**src/rtl/core/sbb_pkg.sv**
```systemverilog
// Shared constants, register codes and controller/datapath interface types.
`default_nettype none
package sbb_pkg;

   localparam int MAX_WIDTH  = 1024;
   localparam int MAX_HEIGHT = 4096;
   localparam int MAX_RADIUS = 15;
   localparam int RING_ROWS  = 2 * MAX_RADIUS + 2;
   localparam int STORE_DEPTH = RING_ROWS * MAX_WIDTH;

   localparam int COL_W  = $clog2(MAX_WIDTH);
   localparam int ROW_W  = $clog2(MAX_HEIGHT);
   localparam int RING_W = $clog2(RING_ROWS);
   localparam int SLOT_W = RING_W + COL_W;

   localparam int FW_W = 11;
   localparam int FH_W = 13;
   localparam int FR_W = 4;
   localparam int POS_W = 23;
   localparam int LAG_W = 15;
   localparam int DIV_W = 5;
   localparam int TAP_W = 5;
   localparam int SUM_W = 13;
   localparam int QBIT_W = 3;
   localparam int PIX_W = 24;
   localparam int ORIG_W = 25;

   localparam int CSR_ADDR_W = 4;
   localparam int CSR_DATA_W = 32;

   localparam logic [FW_W-1:0] RST_FRAME_WIDTH  = FW_W'(640);
   localparam logic [FH_W-1:0] RST_FRAME_HEIGHT = FH_W'(480);
   localparam logic [FR_W-1:0] RST_BLUR_RADIUS  = FR_W'(1);

   localparam logic [1:0] REG_FRAME_WIDTH  = 2'd0;
   localparam logic [1:0] REG_FRAME_HEIGHT = 2'd1;
   localparam logic [1:0] REG_BLUR_RADIUS  = 2'd2;

   typedef struct packed {
      logic take;
      logic orig_wr;
      logic in_adv;
      logic task_setup;
      logic tap_clr;
      logic tap_acc;
      logic col_mode;
      logic div_init;
      logic div_step;
      logic blur_wr;
      logic out_rd;
      logic orig_cap;
      logic out_load;
   } sbb_cmd_type;

   typedef struct packed {
      logic push_ok;
      logic need_row;
      logic taps_last;
      logic div_last;
      logic rx_last;
      logic out_due;
      logic orig_sel;
      logic out_free;
   } sbb_stat_type;

endpackage
`default_nettype wire

```
**src/rtl/core/sbb_ctrl.sv**
```systemverilog
// Controller state machine sequencing stores, window taps and division.
`default_nettype none
module sbb_ctrl (
   input  wire logic                  clock,
   input  wire logic                  reset,
   input  wire logic                  req_valid,
   input  wire logic                  cfg_wr,
   output logic                       req_ready,
   output sbb_pkg::sbb_cmd_type       cmd,
   input  wire sbb_pkg::sbb_stat_type stat
);
   import sbb_pkg::*;

   localparam logic [3:0] S_IDLE     = 4'd0;
   localparam logic [3:0] S_CHECK    = 4'd1;
   localparam logic [3:0] S_WRITE    = 4'd2;
   localparam logic [3:0] S_TAP_CLR  = 4'd3;
   localparam logic [3:0] S_TAP_ADDR = 4'd4;
   localparam logic [3:0] S_TAP_ACC  = 4'd5;
   localparam logic [3:0] S_DIV_INIT = 4'd6;
   localparam logic [3:0] S_DIV      = 4'd7;
   localparam logic [3:0] S_BLUR_WR  = 4'd8;
   localparam logic [3:0] S_OUT_CHK  = 4'd9;
   localparam logic [3:0] S_ORIG_RD  = 4'd10;
   localparam logic [3:0] S_ORIG_CAP = 4'd11;
   localparam logic [3:0] S_OUT_LOAD = 4'd12;

   logic [3:0] state_ff;
   logic [3:0] state_in;
   logic       col_mode_ff;
   logic       col_mode_in;

   assign req_ready = (state_ff == S_IDLE) && !cfg_wr;

   always_comb begin
      state_in    = state_ff;
      col_mode_in = col_mode_ff;
      cmd         = '0;
      cmd.col_mode = col_mode_ff;
      unique case (state_ff)
         S_IDLE: begin
            if (req_valid && req_ready) begin
               cmd.take = 1'b1;
               state_in = S_CHECK;
            end
         end
         S_CHECK: begin
            state_in = stat.push_ok ? S_WRITE : S_OUT_CHK;
         end
         S_WRITE: begin
            cmd.orig_wr    = 1'b1;
            cmd.task_setup = 1'b1;
            cmd.in_adv     = 1'b1;
            col_mode_in    = 1'b0;
            state_in       = stat.need_row ? S_TAP_CLR : S_OUT_CHK;
         end
         S_TAP_CLR: begin
            cmd.tap_clr = 1'b1;
            state_in    = S_TAP_ADDR;
         end
         S_TAP_ADDR: begin
            state_in = S_TAP_ACC;
         end
         S_TAP_ACC: begin
            cmd.tap_acc = 1'b1;
            state_in    = stat.taps_last ? S_DIV_INIT : S_TAP_ADDR;
         end
         S_DIV_INIT: begin
            cmd.div_init = 1'b1;
            state_in     = S_DIV;
         end
         S_DIV: begin
            cmd.div_step = 1'b1;
            if (stat.div_last) begin
               state_in = col_mode_ff ? S_OUT_LOAD : S_BLUR_WR;
            end
         end
         S_BLUR_WR: begin
            cmd.blur_wr = 1'b1;
            state_in    = stat.rx_last ? S_OUT_CHK : S_TAP_CLR;
         end
         S_OUT_CHK: begin
            state_in = stat.out_due ? S_ORIG_RD : S_IDLE;
         end
         S_ORIG_RD: begin
            cmd.out_rd = 1'b1;
            state_in   = S_ORIG_CAP;
         end
         S_ORIG_CAP: begin
            cmd.orig_cap = 1'b1;
            col_mode_in  = 1'b1;
            state_in     = stat.orig_sel ? S_TAP_CLR : S_OUT_LOAD;
         end
         S_OUT_LOAD: begin
            cmd.out_load = 1'b1;
            if (stat.out_free) begin
               state_in = S_IDLE;
            end
         end
         default: begin
            state_in = S_IDLE;
         end
      endcase
   end

   always_ff @(posedge clock) begin
      if (reset) begin
         state_ff    <= S_IDLE;
         col_mode_ff <= 1'b0;
      end else begin
         state_ff    <= state_in;
         col_mode_ff <= col_mode_in;
      end
   end

endmodule
`default_nettype wire

```
**config.mk**
```make
export PLATFORM = sky130hd
export DESIGN_NAME = sbb_ctrl
export DESIGN_NICKNAME = d
export VERILOG_FILES = /design/src/rtl/core/sbb_pkg.sv /design/src/rtl/core/sbb_ctrl.sv
export SDC_FILE = /design/constraint.sdc
export NUM_CORES = 1
export LEC_CHECK = 0
export ABC_CLOCK_PERIOD_IN_PS = 3350
export BUFFER_PORTS_ARGS = -buffer_cell sky130_fd_sc_hd__buf_4
export CAP_MARGIN = 20
export CORE_MARGIN = 2
export CORE_UTILIZATION = 30
export CTS_BUF_LIST = sky130_fd_sc_hd__clkbuf_16
export CTS_CLUSTER_SIZE = 25
export DETAILED_ROUTE_END_ITERATION = 10
export PLACE_DENSITY = 0.6
export SKIP_CTS_REPAIR_TIMING = 1
export SYNTH_ARGS = -nofsm -noshare
export SYNTH_HDL_FRONTEND = slang
export SYNTH_SLANG_ARGS = --single-unit
```
**constraint.sdc**
```tcl
create_clock -name clock -period 3.35 [get_ports clock]
set_input_delay 0.335 -clock clock [delete_from_list [all_inputs] [get_ports clock]]
set_output_delay 0.335 -clock clock [all_outputs]
set_load 0.01 [all_outputs]
```
==> results.cfg <==
[outcome]
run_status = complete, no violations

[setup_path]
crit_type = flop to primary output
crit_path_max_incr_delay_ns = 0.59
crit_slowest_cell = dfxtp_1
endpoint_kind = primary output
startpoint_type = flop
worstPathRequired_ns = 3.01
cp_cell_sequence = or2b_1, nand2b_1, inv_1, buf_4
path_buf_inv = 2
crit_fanout = 14
r2r_cells = 4
cp.depth = 4
critPathTopFamily = flip-flops
cp.arrival_ns = 1.50

[flow_run]
cap_viol_max_count = 0

[final_layout]
fin_nets = 109
finish.utilization_pct = 44.7
syn2layout_area_growth_pct = 39.6
seq_area_um2 = 100
diodes = 0
nFillCells = 187
fin_area_um2 = 772
multi_input_area_um2 = 363
drive_gt1_share_pct = 31.3

[floorplan]
die-area_mm2 = 0.00220
die_x_um = 46.9
start_util_pct = 32.0
die_y_um = 46.9
core_area_mm2 = 0.00173
num_rows = 15
pin_count = 26

[synth]
synth_edf_count = 0
ys_top_cells_by_area = dfxtp_1 (18%), nor2_1 (8.1%), nand2b_1 (7.9%), buf_6 (6.1%), a21oi_1 (5.4%)
synth_top_area_share_pct = 18.1
syn_nets = 89
synth_most_common_cell = nor2_1
synth-seq-area-share_pct = 18.1
yosys-top-cells-count = nor2_1 (12), nand2b_1 (7), a21oi_1 (6)
synth_flop_cell = dfxtp_1
yosys_warnings = 0
syn_area_um2 = 553
synthArstFlopShare_pct = 0
syn_avg_cell_area_um2 = 7.18
synth_cell_types = 32
synth_seq_cells = 5
postSynthCellCount = 77
yosys.area.top_type = dfxtp_1

[place]
place_area_um2 = 693
hpwl_um = 1110
place_congestion = 0.770
numPortBuffers = 25

[drt]
avgRoutedWirePerCell_um = 12.3
ant_nets = 0
drt-vias-per-instance = 5.07
drc = 0
routed_wl_um = 1490
drt_iter0_drc = 15
vias = 614
drtPass1Iterations = 4

[hold_path]
hold_class = primary input to flop
holdPathStages = 2

[cts]
cts-buffers-inserted = 3
clkLatencyLatePin_ns = 0.22
cts_root_buffer = clkbuf_16
clk_path_buf_depth = 2
clk_pin_slew_ns = 0.03
cts_tree = done
cts_num_sinks = 5
h-tree-depth = 1

[sta]
final.setup.tns_ns = 0
relSlewSlack_pct = 60.8
worstMarginPinSlew_ns = 0.587
grt_setup_unrepaired = false
fin_crit_sh_pct = 54.9
hold_viol = 0
setup_viol = 0
post-route-min-period_ns = 1.84
final.setup_skew_ns = 0.0000840
drv_slew = 0
fmax_mhz = 544
worst_hold_slack_ns = 0.312

[pwr]
ir_worst_vdd_uv = 298
p_leak_nw = 0.329
p_per_area_mw_per_mm2 = 449

[global_route]
grt_max_degree = 20
grt_pass1_wl_um = 2240
grt_use_total_pct = 14.4
antenna_found_initial = 0
overflow = 0
grt_pass1_vias = 508
report_power, final:
part           switching (W)  internal (W)  leakage (nW)
clock              0.0000357      0.000154        0.0423
sequential         0.0000161     0.0000641        0.0407
combinational      0.0000359     0.0000408         0.246
cells by family (layout without fill, tap and decap cells):
family                 count (synthesis)  after routing  share of synthesized area [%]
AND/OR/NAND/NOR                       38             38                           38.2
flip-flops                             5              5                           18.1
AO/OA/AOI/OAI                         19             19                           23.8
multiplexers                           2              2                           3.62
buffers and inverters                 13             32                           16.3
cells in the final DEF, fill, tap and decap left out, types with 2 or more instances in the layout:
| cell | Yosys | routed |
|---|---|---|
| a211oi_1 | 2 | 2 |
| a21oi_1 | 6 | 6 |
| and4b_1 | 2 | 2 |
| buf_4 | 4 | 25 |
| clkbuf_16 | 0 | 3 |
| dfxtp_1 | 5 | 5 |
| inv_1 | 3 | 4 |
| mux2i_1 | 2 | 2 |
| nand2_1 | 3 | 3 |
| nand2b_1 | 7 | 7 |
| nor2_1 | 12 | 12 |
| nor3_1 | 4 | 4 |
| o21ai_0 | 2 | 2 |
| o22ai_1 | 2 | 2 |
state kept, by name, summed over array words and instances (netlist names):
| signal | count |
|---|---|
| state_ff | 4 |
| col_mode_ff | 1 |
final timing paths:
check / slack [ns] / startpoint / endpoint
hold reg to reg: 0.53 / col_mode_ff / col_mode_ff
setup / recovery: 1.51 / state_ff[1] / cmd[11]
hold / removal: 0.31 / reset / col_mode_ff
setup reg to reg: 1.82 / state_ff[3] / state_ff[2]
area by class of cell:
type	count	share of cell area, %
multi-input cells	59	47.0
repair buffers	25	24.3
clock inverters	1	0.486
flip-flops and latches	5	13.0
well taps	25	4.05
clock buffers	3	9.72
inverters	3	1.46
stage by stage:
step	std cells	total power, W	setup slack [ns]
floorplan	77	0.000133	2.00
global placement	117	0.000157	1.76
detailed placement	117	0.000158	1.75
CTS	121	0.000351	1.51
global route	121	0.000365	1.38
finish	121	0.000347	1.51
worst register-to-register path: stages (launching register included):
cell and delay, ns:
dfxtp_1 0.68, nor4_1 0.13, a221oi_2 0.34, o311ai_1 0.15
a21oi_1 0.17
metal layers:
| layer | GRT usage, % | wire [um] | vias up |
|---|---|---|---|
| li1 | - | - | 311 |
| met1 | 19.4 | 706 | 286 |
| met2 | 22.2 | 700 | 17 |
| met3 | 3.85 | 83 | 0 |
| met4 | 5.00 | 0 | 0 |
| met5 | 0 | 0 | - |
Power figures use the tool's default switching activity.
